`src/rtl/core/ord_pkg.sv`:
```
// ----------------------------------------------------------------------------
// ord_pkg
// Shared types and codes for the output-restricted deque.
// ----------------------------------------------------------------------------
package ord_pkg;

    localparam int DATA_W = 32;
    localparam int REQ_W  = 3;
    localparam int STAT_W = 2;

    typedef logic [REQ_W-1:0]  req_t;
    typedef logic [STAT_W-1:0] status_t;
    typedef logic signed [DATA_W-1:0] data_t;

    localparam req_t REQ_PUSH_FRONT = 3'd0;
    localparam req_t REQ_PUSH_REAR  = 3'd1;
    localparam req_t REQ_POP_FRONT  = 3'd2;
    localparam req_t REQ_PEEK_FRONT = 3'd3;
    localparam req_t REQ_PEEK_REAR  = 3'd4;

    localparam status_t ST_OK    = 2'd0;
    localparam status_t ST_FULL  = 2'd1;
    localparam status_t ST_EMPTY = 2'd2;

    // per-cycle command broadcast to every cell of the row
    typedef struct packed {
        logic shift_in;   // push front: take the entry of the previous cell
        logic append;     // push rear: first free cell takes the new value
        logic shift_out;  // pop: take the entry of the next cell
    } cell_ctl_t;

endpackage

```
`src/rtl/core/ord_cell.sv`:
```
// ----------------------------------------------------------------------------
// ord_cell
// One storage cell of the deque row: an entry and its occupied bit.
// ----------------------------------------------------------------------------
module ord_cell
(
    input  logic               clk,
    input  logic               rst_n,
    input  ord_pkg::cell_ctl_t ctl,
    input  ord_pkg::data_t     in_value,
    input  ord_pkg::data_t     prev_data,
    input  logic               prev_valid,
    input  ord_pkg::data_t     next_data,
    input  logic               next_valid,
    output ord_pkg::data_t     data,
    output logic               valid
);

    ord_pkg::data_t data_reg;
    ord_pkg::data_t data_next;
    logic           valid_reg;
    logic           valid_next;

    always_comb
    begin
        priority if (ctl.shift_in)
        begin
            data_next  = prev_data;
            valid_next = prev_valid;
        end
        else if (ctl.shift_out)
        begin
            data_next  = next_data;
            valid_next = next_valid;
        end
        else if (ctl.append && !valid_reg && prev_valid)
        begin
            data_next  = in_value;
            valid_next = 1'b1;
        end
        else
        begin
            data_next  = data_reg;
            valid_next = valid_reg;
        end
    end

    always_ff @(posedge clk or negedge rst_n)
    begin
        if (!rst_n)
        begin
            valid_reg <= 1'b0;
        end
        else
        begin
            valid_reg <= valid_next;
        end
    end

    always_ff @(posedge clk)
    begin
        data_reg <= data_next;
    end

    assign data  = data_reg;
    assign valid = valid_reg;

endmodule

```
`src/rtl/core/output_restricted_deque.sv`:
```
// ----------------------------------------------------------------------------
// output_restricted_deque
// Result strobe (done) is registered: it rises in the cycle after the request beat.
// Throughput: one request per cycle; busy stays low, set by the single
// update of the cell row. Reset clears every occupied bit (deque empty);
// entries hold no reset value. Results cannot be stalled by the receiver.
// Deque kept as a row of cells, front at cell 0, packed toward the front.
// ----------------------------------------------------------------------------
module output_restricted_deque
#(
    parameter int DEPTH = 8
)
(
    input  logic                  clk,
    input  logic                  rst_n,
    input  logic                  start,
    output logic                  busy,
    input  logic [2:0]            req_type,
    input  logic signed [31:0]    value,
    output logic                  done,
    output logic [1:0]            status,
    output logic signed [31:0]    out_value,
    output logic                  now_empty,
    output logic                  now_full
);

    ord_pkg::data_t     cell_data  [DEPTH];
    logic [DEPTH-1:0]   cell_valid;
    ord_pkg::cell_ctl_t ctl;

    ord_pkg::data_t   rear_reg;
    ord_pkg::data_t   rear_next;
    logic             done_reg;
    ord_pkg::status_t status_reg;
    ord_pkg::status_t status_next;
    ord_pkg::data_t   out_value_reg;
    ord_pkg::data_t   out_value_next;
    logic             now_empty_reg;
    logic             now_empty_next;
    logic             now_full_reg;
    logic             now_full_next;

    logic accept;
    logic is_empty;
    logic is_full;

    assign accept   = start && !busy;
    assign busy     = 1'b0;
    assign is_empty = !cell_valid[0];
    assign is_full  = cell_valid[DEPTH-1];

    always_comb
    begin
        ctl            = '0;
        rear_next      = rear_reg;
        status_next    = ord_pkg::ST_OK;
        out_value_next = '0;
        now_empty_next = is_empty;
        now_full_next  = is_full;
        if (accept)
        begin
            unique case (req_type)
                ord_pkg::REQ_PUSH_FRONT,
                ord_pkg::REQ_PUSH_REAR:
                begin
                    if (is_full)
                    begin
                        status_next = ord_pkg::ST_FULL;
                    end
                    else
                    begin
                        if (req_type == ord_pkg::REQ_PUSH_FRONT)
                        begin
                            ctl.shift_in = 1'b1;
                        end
                        else
                        begin
                            ctl.append = 1'b1;
                        end
                        if (is_empty || req_type == ord_pkg::REQ_PUSH_REAR)
                        begin
                            rear_next = value;
                        end
                        now_empty_next = 1'b0;
                        now_full_next  = cell_valid[DEPTH-2];
                    end
                end
                ord_pkg::REQ_POP_FRONT:
                begin
                    if (is_empty)
                    begin
                        status_next = ord_pkg::ST_EMPTY;
                    end
                    else
                    begin
                        ctl.shift_out  = 1'b1;
                        out_value_next = cell_data[0];
                        now_empty_next = !cell_valid[1];
                        now_full_next  = 1'b0;
                    end
                end
                ord_pkg::REQ_PEEK_FRONT:
                begin
                    if (is_empty)
                    begin
                        status_next = ord_pkg::ST_EMPTY;
                    end
                    else
                    begin
                        out_value_next = cell_data[0];
                    end
                end
                ord_pkg::REQ_PEEK_REAR:
                begin
                    if (is_empty)
                    begin
                        status_next = ord_pkg::ST_EMPTY;
                    end
                    else
                    begin
                        out_value_next = rear_reg;
                    end
                end
                default:
                begin
                    // unused codes: no change, flags report current state
                end
            endcase
        end
    end

    // cell 0 sees the request value as an always-occupied predecessor
    for (genvar i = 0; i < DEPTH; i++)
    begin : g_cell
        ord_pkg::data_t prev_d;
        logic           prev_v;
        ord_pkg::data_t next_d;
        logic           next_v;

        if (i == 0)
        begin : g_first
            assign prev_d = value;
            assign prev_v = 1'b1;
        end
        else
        begin : g_mid
            assign prev_d = cell_data[i-1];
            assign prev_v = cell_valid[i-1];
        end

        if (i == DEPTH-1)
        begin : g_last
            assign next_d = cell_data[i];
            assign next_v = 1'b0;
        end
        else
        begin : g_inner
            assign next_d = cell_data[i+1];
            assign next_v = cell_valid[i+1];
        end

        ord_cell u_cell
        (
            .clk        (clk),
            .rst_n      (rst_n),
            .ctl        (ctl),
            .in_value   (value),
            .prev_data  (prev_d),
            .prev_valid (prev_v),
            .next_data  (next_d),
            .next_valid (next_v),
            .data       (cell_data[i]),
            .valid      (cell_valid[i])
        );
    end

    always_ff @(posedge clk or negedge rst_n)
    begin
        if (!rst_n)
        begin
            done_reg <= 1'b0;
        end
        else
        begin
            done_reg <= accept;
        end
    end

    always_ff @(posedge clk)
    begin
        rear_reg      <= rear_next;
        status_reg    <= status_next;
        out_value_reg <= out_value_next;
        now_empty_reg <= now_empty_next;
        now_full_reg  <= now_full_next;
    end

    assign done      = done_reg;
    assign status    = status_reg;
    assign out_value = out_value_reg;
    assign now_empty = now_empty_reg;
    assign now_full  = now_full_reg;

endmodule

```
`config.mk`:
```
export PLATFORM = sky130hd
export DESIGN_NAME = output_restricted_deque
export DESIGN_NICKNAME = d
export VERILOG_FILES = /design/src/rtl/core/ord_pkg.sv /design/src/rtl/core/ord_cell.sv /design/src/rtl/core/output_restricted_deque.sv
export SDC_FILE = /design/constraint.sdc
export NUM_CORES = 1
export LEC_CHECK = 0
export ABC_AREA = 1
export BUFFER_PORTS_ARGS = -buffer_cell sky130_fd_sc_hd__clkbuf_2
export CAP_MARGIN = 20
export CORE_ASPECT_RATIO = 0.8
export CORE_MARGIN = 4
export CORE_UTILIZATION = 60
export CTS_CLUSTER_SIZE = 30
export DETAILED_ROUTE_END_ITERATION = 8
export PLACE_DENSITY = 0.81
export SLEW_MARGIN = 20
export SYNTH_ARGS = -nofsm -noshare
export SYNTH_HDL_FRONTEND = slang
export SYNTH_SLANG_ARGS = --single-unit
```
`constraint.sdc`:
```
create_clock -name clk -period 4.95 [get_ports clk]
set_clock_uncertainty 0.15 [all_clocks]
set_input_delay 0.99 -clock clk [delete_from_list [all_inputs] [get_ports clk]]
set_output_delay 0.99 -clock clk [all_outputs]
set_load 0.01 [all_outputs]
```
# [After elaboration in Yosys (flattened, before gate mapping)]
# Index checks and enable logic that the tools add are counted.
[classes] mux=69 n_bitwise=1 n_reduce_logical=39 eq_ne=5
[ops] cell="$mux W32" count=26
[ops] cell="$pmux W32 S2" count=1
[ops] cell="$mux W1" count=35
[ops] cell="$reduce_bool A3 Y1" count=8
[ops] cell="$logic_and A1 B1 Y1" count=15
[ops] cell="$logic_not A1 Y1" count=8
[ops] cell="$eq A3 B2 Y1 const B" count=2
[ops] cell="$mux W2" count=3
[ops] cell="$pmux W1 S2" count=2
[ops] cell="$pmux W2 S2" count=1
[ops] cell="$reduce_and A4 Y1" count=1
[ops] cell="$reduce_or A2 Y1" count=2
[ops] cell="$eq A3 B1 Y1 const B" count=1
[ops] cell="$eq A3 B3 Y1 const B" count=1
[ops] cell="$logic_not A3 Y1" count=1
[ops] cell="$mux W3" count=1
[ops] cell="$reduce_or A3 Y1" count=1
[ops] cell="$ne A2 B1 Y1 const B" count=1
[ops] cell="$reduce_and A2 Y1" count=1
[ops] cell="$reduce_bool A2 Y1" count=1
[ops] cell="$logic_or A1 B1 Y1" count=1
[ops] cell="$not A1 Y1" count=1
[word_totals] input_bits=38 wordCells=136 out_inout_bits=38 register_bits=333

# [Depth between registers and ports, before layout]
# Gate-level depths: netlist of run 1.
[depth] depth_word=10 mapped_depth=10 ltp_nobuf=8

# [Hierarchy]
# Synthesis of run 1 repeated with hierarchy kept, for this count alone.
[unflattened] cells_unflattened=1728 area_unflattened_um2=16646.0
[modules_own_cells] module="ord_cell" area_per_inst_um2=1778.0 instances=8 seq_area_each_um2=985.9 cells_per_inst=189
[modules_own_cells] module="output_restricted_deque" area_per_inst_um2=2422.3 instances=1 seq_area_each_um2=1706.6 cells_per_inst=216

# [Least setup slack after synthesis of run 1]
# Ideal clock, no wire load.
[synth_path] path_kind="input -> register" start="input port req_type[2]" end="register g_cell[7].u_cell.data_reg[0], enable pin" t_required_ps=4368 path_stages=3 t_arrival_ps=2863 setup_ps=432 slack_ps=1505 path_buffers=0 cell_sequence="nor2_1 nand2_1 a21oi_1"
[synth_via] elab_chain_len=9 elab_cells_between_ends=15 cone_classes="eq/ne (3); mux (6); reduce/logical (6)"
[synth_lines] element="start, declared" line_no="output_restricted_deque.sv:18" text="input logic [2:0] req_type,"
[synth_lines] element="$logic_not A3 Y1" line_no="output_restricted_deque.sv:62, output_restricted_deque.sv:72"
[synth_lines] element="$mux W1" line_no="output_restricted_deque.sv:72" text="if (req_type == ord_pkg::REQ_PUSH_FRONT)"
[synth_lines] element="$mux W2" line_no="output_restricted_deque.sv:66" text="if (is_full)"
[synth_lines] element="$mux W2" line_no="output_restricted_deque.sv:62" text="unique case (req_type)"
[synth_lines] element="$mux W3 *" line_no="output_restricted_deque.sv:60" text="if (accept)"
[synth_lines] element="$logic_and A1 B1 Y1 (2 in a row)" line_no="ord_cell.sv:36" text="else if (ctl.append && !valid_reg && prev_valid)"
[synth_lines] element="$reduce_bool A2 Y1 (no source line)"
[synth_lines] element="$reduce_and A2 Y1 (no source line) *"
[synth_lines] element="end signal, assigned" line_no="ord_cell.sv:62" text="data_reg <= data_next;"
[synth_lines] element="end, declared" line_no="ord_cell.sv:19" text="ord_pkg::data_t data_reg;"
# Every way passes the cells marked *; elsewhere a longest branch is shown, timed or not.
# A chain may end at the register's enable or synchronous reset.

# [Final worst setup path of run 1]
[layout_path] start="input port req_type[0]" end="register g_cell[1].u_cell.data_reg[18], data pin"
[layout_via] elab_chain_len=6 elab_cells_between_ends=11 cone_classes="eq/ne (2); mux (7); reduce/logical (2)"
[layout_lines] element="$logic_not A3 Y1" line_no="output_restricted_deque.sv:62, output_restricted_deque.sv:72"
[layout_lines] element="$mux W1" line_no="output_restricted_deque.sv:72"
[layout_lines] element="$mux W2" line_no="output_restricted_deque.sv:66"
[layout_lines] element="$mux W2" line_no="output_restricted_deque.sv:62"
[layout_lines] element="$mux W3 *" line_no="output_restricted_deque.sv:60"
[layout_lines] element="$mux W32 *" line_no="ord_cell.sv:26" text="priority if (ctl.shift_in)"
[layout_lines] element="via g_cell[1].u_cell.data_next[18]" line_no="ord_cell.sv:20" text="ord_pkg::data_t data_next;"
[layout_lines] element="end signal, assigned" line_no="ord_cell.sv:62"
[layout_lines] element="end, declared" line_no="ord_cell.sv:19"
# The timed path passes the listed nets; every way through them passes the cells marked *.

==> summary.md, run 1 <==
| Metric | Value |
|---|---|
| Combinational family with the most area after synthesis | simple AND/OR/NAND/NOR gates |
| R2r setup slk | around 2.1 ns |
| Die width | about 180 um |
| Synth unique cells | 19 |
| GR Util All Layers | about a quarter |
| VDD IR max | ~370 uV |
| Main synth FF type | edfxtp_1 |
| Top cells by area, synth | edfxtp_1 61%, nand2_1 20%, nand3_1 7.0% |
| Clock slew seen by the registers of the worst setup and hold paths | approximately 0.06 ns |
| Worst setup startpoint | req_type[0] |
| Clk Latency, worst-skew pair | between 0.5 and 0.6 ns |
| Initial DRT Pass Iterations | 7 |
| Post-route ant nets | 0 |
| Slew @ Worst Pin | around 0.96 ns |
| Critical path, cell by cell | clkbuf_2 > inv_1 > nand3_4 > buf_4 > inv_6 > buf_12 > nand2_1 > nand3_1 |
| Final nets | around 1500 |
| Post-Syn Area | between 10000 and 15000 um^2 |
| Fin cells | 1814 |
| Final setup violation count | 0 |
| Crit Path Class | in -> reg |
| Tcrit/Tclk final | 59.0% |
| Synth area leader | edfxtp_1 |
| CP arrival | 2.99 ns |
| Xor-xnor portion of the synthesized cell area | 0% |
| Synth Instances | between 1000 and 1500 |
| Async SR Flop Fraction | ~2.7% |
| CP delay by family, top | buffers and inverters |
| Largest register FFs | ~260 |
| GR Overflow Total | 0 |
| Post_cts resized | 0 |
| Yosys warns | 0 |
| Critical path capture point type | register |
| Register area share after synthesis | approximately 68% |
| Count leader, synth | nand2_1 |
| Layout cells sized above 1 | between 10% and 20% |
| CTS buffer count | 34 |
| Wirelength per Cell | ~18 um |
| Vias in the first global route | between 9000 and 10000 |
| Synthesized Nets | 1457 |
| # rows | 49 |
| Max FO, Critical Path | between 100 and 150 |
| PD cells | approximately 400 nW/um^2 |
| Post-route design area | 15900 um^2 |
| Multiplexer share of the synthesized area | 0% |
| # DRC | 0 |
| Worst reg2reg startpoint | g_cell[0].u_cell.valid |
| #FFs+latches synth | 333 |
| First-pass GRT wire length | roughly 53 mm |
| Initial antenna violation count | 0 |
| Setup ws final | a little over 2 ns |
| Vias per cell | about 5.8 |
| Final Hold Viols | 0 |
| Worst EP required | 5.02 ns |
| I/O pins | 76 |
| CTS tree | done |
| Total number of H-tree levels | 2 |
| Die area | about 26000 um^2 |
| Post-place instance area | ~15000 um^2 |
| Detailed Route Iter0 Violations | 1333 |
| Largest net degree at the start of global routing | 103 |
| Crit start category | input port |
| Worst hold path type | in -> async |
| Via count | about 11000 |
| Max-slew violations | 0 |
| Post-synthesis simple-gate area fraction | 27.2% |
| Unrepaired setup endpoints after global routing | no |
| Leak Pwr | around 6 nW |
| Antenna Cells | 0 |
| DIE HEIGHT | 145 um |
| Adder-Cell Fraction of Synth Area | 0% |
| Post-Route WL | around 33 mm |
| Post-synthesis compound-gate area fraction | under 10% |
| Root Buffer Master | clkbuf_16 |
| Bufs and invs on worst path | 5 |
| Max-Cap Viols | 0 |
| FILL cells | ~1600 |
| Max frequency | between 300 and 400 MHz |
| Top cells by count, synth | 739 x nand2_1, 288 x edfxtp_1, 197 x nand3_1 |
| Critical R2R Capture | g_cell[1].u_cell.data[18] |
| Starting Density | about three fifths |
| Syn-to-layout area delta | 12.8% |
| Clock buffer depth | 3 |
| Clock Sinks | ~330 |
| Routability Congestion | between 0.8 and 0.9 |
| Dpl hpwl | 18.8 mm |
| IO buf count | between 70 and 80 |
| CP max stage delay | roughly 0.52 ns |
| Worst slack, placed | around 1.6 ns |
| Post-CTS Setup Bufs | 0 |
| Hold_buf cts | 0 |
| Min Clock Period, post-route | slightly below 3 ns |
| Status | completed |
| Share of the synthesized area in the top cell type | 61.3% |
| R2r worst-path depth | 8 |
| Number of synthesized flops with an enable pin | roughly 290 |
| Core area | ~23000 um^2 |
| Avg Cell Area, Syn | between 9 and 10 um^2 |
| Sum of negative setup slack | 0 ns |
| Rel. slew slack | 36.1% |
| Inst Count DP | about 1800 |
| Critical path's slowest cell | buf_4 |
[final cells by class]
type                    instances  area [um^2]  share of cell area [%]
repair buffers                 98          601                    3.78
flip-flops and latches        333         9590                    60.3
clock inverters                13          131                   0.826
clock buffers                  49         1020                    6.42
well taps                     306          383                    2.41
multi-input cells             997         4100                    25.8
inverters                      18         77.6                   0.488
[worst max path at each step]
stage / to / depth (start not counted)
4_1_cts: g_cell[1].u_cell.data[18] / 8
2_1_floorplan: g_cell[7].u_cell.data[0] / 3
3_5_place_dp: g_cell[3].u_cell.data[14] / 8
5_1_grt: g_cell[1].u_cell.data[18] / 9
6_report: g_cell[1].u_cell.data[18] / 8
3_3_place_gp: g_cell[1].u_cell.data[13] / 8
[stage by stage]
stage	util, %	power [mW]	hold slack, ns
3_5_place_dp	64.7	3.77	0.336
3_3_place_gp	64.7	3.74	0.332
6_report	69.8	6.33	0.191
4_1_cts	69.8	6.36	0.185
2_1_floorplan	-	3.59	0.315
5_1_grt	69.8	6.55	0.200
[cell families after synthesis]
kind of cell,count (synthesis)
other,1
buffers and inverters,89
AOI/OAI and AO/OA,43
and+or+nand+nor,953
DFF,333
[layer usage]
metal | vias to the layer above | GRT usage (%) | routed length, um
met3 | 65 | 4.33 | 3410
li1 | 4880 | - | -
met2 | 575 | 39.4 | 15300
met5 | - | 0 | 0
met4 | 0 | 6.32 | 627
met1 | 4996 | 37.3 | 13900
[cells in the final DEF (no fill, tap or decap)]
cell type and count:
dfxtp_1 36, nand2_1 739, edfxtp_1 288, buf_12 4, clkbuf_8 5, clkinvlp_4 3, o21ai_0 6, clkinv_8 1
nor2_1 13, buf_4 20, inv_1 14, conb_1 1, nor3_1 1, nand3_2 2, a21oi_1 33, clkinv_1 2
clkinv_2 5, inv_2 2, a31oi_1 2, nor2_2 1, clkbuf_1 7, a21oi_4 2, dfrtp_1 9, nor3_2 1
inv_6 2, clkbuf_2 74, clkbuf_16 37, bufinv_16 2, nand3_1 195, nand3_4 1
[power breakdown]
part / internal [mW] / total, mW / switching (mW)
clock: 1.55 / 2.61 / 1.06
sequential: 3.21 / 3.28 / 0.0683
combinational: 0.118 / 0.436 / 0.319
Power figures use the tool's default switching activity.
==> inputs of run 2 (changes only) <==
Settings changed: CORE_UTILIZATION 60 to 55, PLACE_DENSITY 0.81 to 0.79.
Clock period 4.95 ns to 2.6 ns, I/O delays scaled along.
==> summary.md, run 2 (synthesized netlist as in run 1, its figures left out) <==
| Metric | Value |
|---|---|
| Status | completed |
| Initial antenna violation count | 0 |
| I/O pins | between 70 and 80 |
| Min Clock Period, post-route | about 2.4 ns |
| PD cells | around 700 nW/um^2 |
| Largest register FFs | about 260 |
| Antenna Cells | 0 |
| Post-route ant nets | 0 |
| Crit Path Class | in -> reg |
| DIE HEIGHT | ~150 um |
| Sum of negative setup slack | 0 ns |
| First-pass GRT wire length | around 54 mm |
| Final nets | 1534 |
| Max-slew violations | 0 |
| Layout cells sized above 1 | between 10% and 20% |
| Starting Density | about 56% |
| R2r setup slk | around 0.38 ns |
| # rows | 52 |
| Commonest non-fill, non-tap cell in the layout | nand2_1 |
| Clk Latency, worst-skew pair | roughly 0.55 ns |
| Post-Route WL | approximately 33 mm |
| Worst EP required | roughly 2.7 ns |
| Wirelength per Cell | 18.1 um |
| Internal power | between 8 and 9 mW |
| Root Buffer Master | clkbuf_16 |
| Core area | around 25000 um^2 |
| Comb pwr share | under 10% |
| Sequential share of power | a little over half |
| Clock group share of total power | 38.4% |
| Clock buffer depth | 3 |
| VDD IR max | ~500 uV |
| Final Hold Viols | 0 |
| Post-place instance area | ~15000 um^2 |
| Tcrit/Tclk final | 90.4% |
| GR Util All Layers | a little under a quarter |
| Clock slew seen by the registers of the worst setup and hold paths | approximately 0.070 ns |
| Routability Congestion | about 0.8 |
| Leak Pwr | 6.09 nW |
| Power Total | 11.6 mW |
| Final hold slack | ~0.053 ns |
| Worst slack, placed | approximately 0.15 ns |
| Post-CTS Setup Bufs | 0 |
| GR Overflow Total | 0 |
| Max FO, Critical Path | 25 |
| Post-route design area | about 16000 um^2 |
| Crit start category | input port |
| Die width | 187 um |
| Syn-to-layout area delta | 14.0% |
| Setup ws final | approximately 0.25 ns |
| IO buf count | 74 |
| Vias in the first global route | 10000 |
| CTS buffer count | 31 |
| FILL cells | 1969 |
| Final setup violation count | 0 |
| Dpl hpwl | 20.0 mm |
| Rel. slew slack | 61.7% |
| Max-Cap Viols | 0 |
| Detailed Route Iter0 Violations | 1358 |
| CP arrival | approximately 2.5 ns |
| Slew @ Worst Pin | around 0.58 ns |
| Area occupied by multi-input gates | between 4000 and 5000 um^2 |
| Total number of H-tree levels | 1 |
| FF+latch area | 9590 um^2 |
| Unrepaired setup endpoints after global routing | no |
| Die area | 28300 um^2 |
| Critical path capture point type | register |
| Initial DRT Pass Iterations | 5 |
| Clock Sinks | about 330 |
| Vias per cell | 5.68 |
| NetSw | roughly 2.7 mW |
| CTS tree | done |
| Via count | 10500 |
| Worst hold path type | in -> reg |
| Most frequent cells in the layout | 739 x nand2_1, 288 x edfxtp_1, 195 x nand3_1 |
| Largest net degree at the start of global routing | 93 |
| Max frequency | 426 MHz |
| # DRC | 0 |
| Sw Ratio | 22.9% |
run 2: changes by cell type in the layout (fill, tap and decap cells not counted), sizes merged:
cell,before,now
dlygate4sd3,0,2
clkinv,8,13
bufinv,2,3
buf,24,39
clkbuf,123,113
clkinvlp,3,1
run 2: path summary, 6_finish.rpt:
kind,start,to,depth (start not counted)
max,start,g_cell[2].u_cell.data[9],10
min,value[28],rear_reg[28],1
max reg2reg,g_cell[0].u_cell.valid,g_cell[2].u_cell.data[9],8
min reg2reg,rear_reg[8],out_value[8],2
max in group asynchronous,rst_n,g_cell[1].u_cell.valid,2
min in group asynchronous,rst_n,g_cell[5].u_cell.valid,2
run 2: power by group through the flow:
stage / sequential (mW) / clock, mW / combinational (mW)
after floorplan: 6.34 / 0 / 0.495
after global placement: 6.35 / 0 / 0.823
after detailed placement: 6.35 / 0 / 0.858
after CTS: 6.25 / 4.49 / 0.869
after global routing: 6.27 / 4.75 / 0.970
final: 6.25 / 4.44 / 0.868
run 2: per-stage QoR:
step,util (%),std cells
floorplan,-,1419
global placement,59.7,1785
detailed placement,59.7,1785
CTS,63.6,1843
global route,63.7,1843
finish,63.7,1843
run 2: repair_timing:
item	in CTS	in global routing
resized for setup	0	3
hold endpoints to repair	10	0
hold buffers	2	0
endpoints found under the setup margin	0	75
run 2: cell type report:
type	count	area share, %
Timing Repair Buffer	115	5.67
Clock buffer	39	5.14
Clock inverter	17	0.957
Inverter	18	0.498
Sequential cell	333	59.7
Tap cell	324	2.52
Multi-Input combinational cell	997	25.5
run 2: layer usage:
layer | routed length (um) | track usage, %
met1 | 14400 | 35.4
met2 | 14900 | 37.9
met3 | 3290 | 3.66
met4 | 713 | 5.43
met5 | 0 | 0
run 2: worst max-delay path, stage by stage:
cell and delay [ns]:
dlygate4sd3_1 0.53, clkbuf_2 0.15, nand2_1 0.08, inv_1 0.22, nand3_4 0.15, nand2_1 0.13, inv_4 0.15, buf_12 0.22
nand2_1 0.18, nand3_1 0.14
==> inputs of run 3 (changes only) <==
--- a/config.mk
+++ b/config.mk
@@ -7,4 +7,5 @@
 export LEC_CHECK = 0
 export ABC_AREA = 1
+export ABC_CLOCK_PERIOD_IN_PS = 2600
 export BUFFER_PORTS_ARGS = -buffer_cell sky130_fd_sc_hd__clkbuf_2
 export CAP_MARGIN = 20
==> constraint.sdc (replaced) <==
create_clock -name clk -period 2.6 [get_ports clk]
set_clock_uncertainty 0.15 [all_clocks]
set_input_delay 0.26 -clock clk [delete_from_list [all_inputs] [get_ports clk]]
set_output_delay 0.26 -clock clk [all_outputs]
set_load 0.01 [all_outputs]
==> summary.md, run 3 (synthesized netlist as in run 1, its figures left out) <==
| Metric | Value |
|---|---|
| Status | completed |
| Fin util | about two thirds |
| Worst hold path type | in -> reg |
| Clock buffer depth | 3 |
| Max frequency | 420 MHz |
| Largest register FFs | between 200 and 300 |
| Root Buffer Master | clkbuf_16 |
| Met2 Wirelength | around 15 mm |
| GR Overflow Total | 0 |
| Unrepaired setup endpoints after global routing | no |
| Initial DRT Pass Iterations | 6 |
| R2r worst-path depth | 7 |
| Clk Latency, worst-skew pair | approximately 0.5 ns |
| Starting Density | about 56% |
| Hold endpoint | now_full |
| Vias per cell | 5.64 |
| Crit start category | input port |
| Commonest non-fill, non-tap cell in the layout | nand2_1 |
| Layout cells sized above 1 | 10.6% |
| Vias in the first global route | 10100 |
| Crit Path Class | in -> reg |
| First-pass GRT wire length | 54.1 mm |
| Final hold slack | ~0.06 ns |
| Post-Route WL | about 34 mm |
| Dpl hpwl | around 20 mm |
| Max-slew violations | 0 |
| DIE HEIGHT | 151 um |
| Tcrit/Tclk final | 91.5% |
| Critical path capture point type | register |
| Hold_sp | req_type[2] |
| R2r setup slk | approximately 0.28 ns |
| Area occupied by multi-input gates | slightly above 4000 um^2 |
| Rel. slew slack | 55.0% |
| # DRC | 0 |
| Core area | between 20000 and 30000 um^2 |
| IO buf count | 74 |
| Min Clock Period, post-route | between 2 and 2.5 ns |
| Hold Path Cell Cnt | 4 |
| Most frequent cells in the layout | 739 x nand2_1, 288 x edfxtp_1, 195 x nand3_1 |
| FF+latch area | between 9000 and 10000 um^2 |
| Die area | roughly 28000 um^2 |
| Post-place instance area | between 10000 and 15000 um^2 |
| Max Used Layer | met4 |
| VDD IR max | about 500 uV |
| Clock slew seen by the registers of the worst setup and hold paths | 0.06 ns |
| Total number of H-tree levels | 2 |
| Max FO, Critical Path | 18 |
| Antenna Cells | 0 |
| I/O pins | 76 |
| Via count | between 10000 and 15000 |
| CTS tree | done |
| CTS buffer count | 34 |
| Largest net degree at the start of global routing | 70 |
| Post-route design area | between 15000 and 20000 um^2 |
| PD cells | roughly 720 nW/um^2 |
| Syn-to-layout area delta | 16.2% |
| Leak Pwr | 6.23 nW |
| Post-CTS Setup Bufs | 0 |
| Worst EP required | 2.61 ns |
| Routability Congestion | roughly 0.82 |
| Max-Cap Viols | 0 |
| Initial antenna violation count | 0 |
| Wirelength per Cell | ~18 um |
| Final nets | roughly 1600 |
| Inst Count DP | between 1500 and 2000 |
| CP arrival | approximately 2.4 ns |
| Final Hold Viols | 0 |
| # rows | 52 |
| Met3 WL | 3.61 mm |
| Detailed Route Iter0 Violations | 1147 |
| GR Util All Layers | 24.0% |
| Final setup violation count | 0 |
| M1 WL | between 10 and 15 mm |
| Slew @ Worst Pin | 0.674 ns |
| FILL cells | 1926 |
| Die width | about 190 um |
| Post-route ant nets | 0 |
| Worst reg2reg startpoint | g_cell[0].u_cell.valid |
| Fin cells | about 1900 |
| Critical R2R Capture | g_cell[0].u_cell.data[22] |
| Clock Sinks | around 330 |
| Sum of negative setup slack | 0 ns |
[run 3: layout make-up]
type	instances	area share [%]
clock inverter	12	0.504
clock buffer	48	5.89
inverter	18	0.473
timing repair buffer	145	7.09
sequential	333	58.5
tap	324	2.47
multi-input combinational	997	25.0
[run 3: critical path, stage by stage]
cell and delay (ns):
dlygate4sd3_1 0.54, clkbuf_2 0.16, nor2_1 0.27, nand2_1 0.23, nor2_1 0.39, nand2_1 0.11, nand2_1 0.10, buf_4 0.33
[run 3: worst max path at each step]
stage                                       from                   endpoint  slack (ns)  cells past startpoint
after floorplan           g_cell[7].u_cell.valid   g_cell[7].u_cell.data[0]       -0.20                      3
after global placement               req_type[1]  g_cell[4].u_cell.data[15]        0.38                      7
after detailed placement             req_type[1]  g_cell[3].u_cell.data[15]        0.32                      7
after CTS                            req_type[1]  g_cell[3].u_cell.data[12]        0.27                      8
after global routing                 req_type[1]  g_cell[4].u_cell.data[12]        0.09                      8
final                                req_type[1]  g_cell[4].u_cell.data[12]        0.22                      8
[run 3: per-stage QoR]
step / setup WS (ns) / total power [mW]
4_1_cts: 0.274 / 11.8
5_1_grt: 0.0875 / 12.2
3_5_place_dp: 0.316 / 7.20
2_1_floorplan: -0.204 / 6.83
6_report: 0.221 / 11.8
3_3_place_gp: 0.380 / 7.16
[run 3: metal layers]
layer / vias to the layer above / track usage [%]
li1: 4977 / -
met1: 4987 / 35.7
met2: 580 / 37.6
met3: 43 / 4.19
met4: 0 / 5.36
met5: - / 0
[run 3: where the power goes]
group | switching, mW | total, mW | internal [mW]
logic | 0.619 | 0.901 | 0.282
registers | 0.130 | 6.25 | 6.12
clock network | 1.96 | 4.64 | 2.68
total | 2.71 | 11.8 | 9.09
[run 3: what timing repair did]
action	in CTS	in global routing
gates resized for setup	0	0
hold buffers	38	0
endpoints found under the hold margin	102	0
endpoints found under the setup margin	0	0
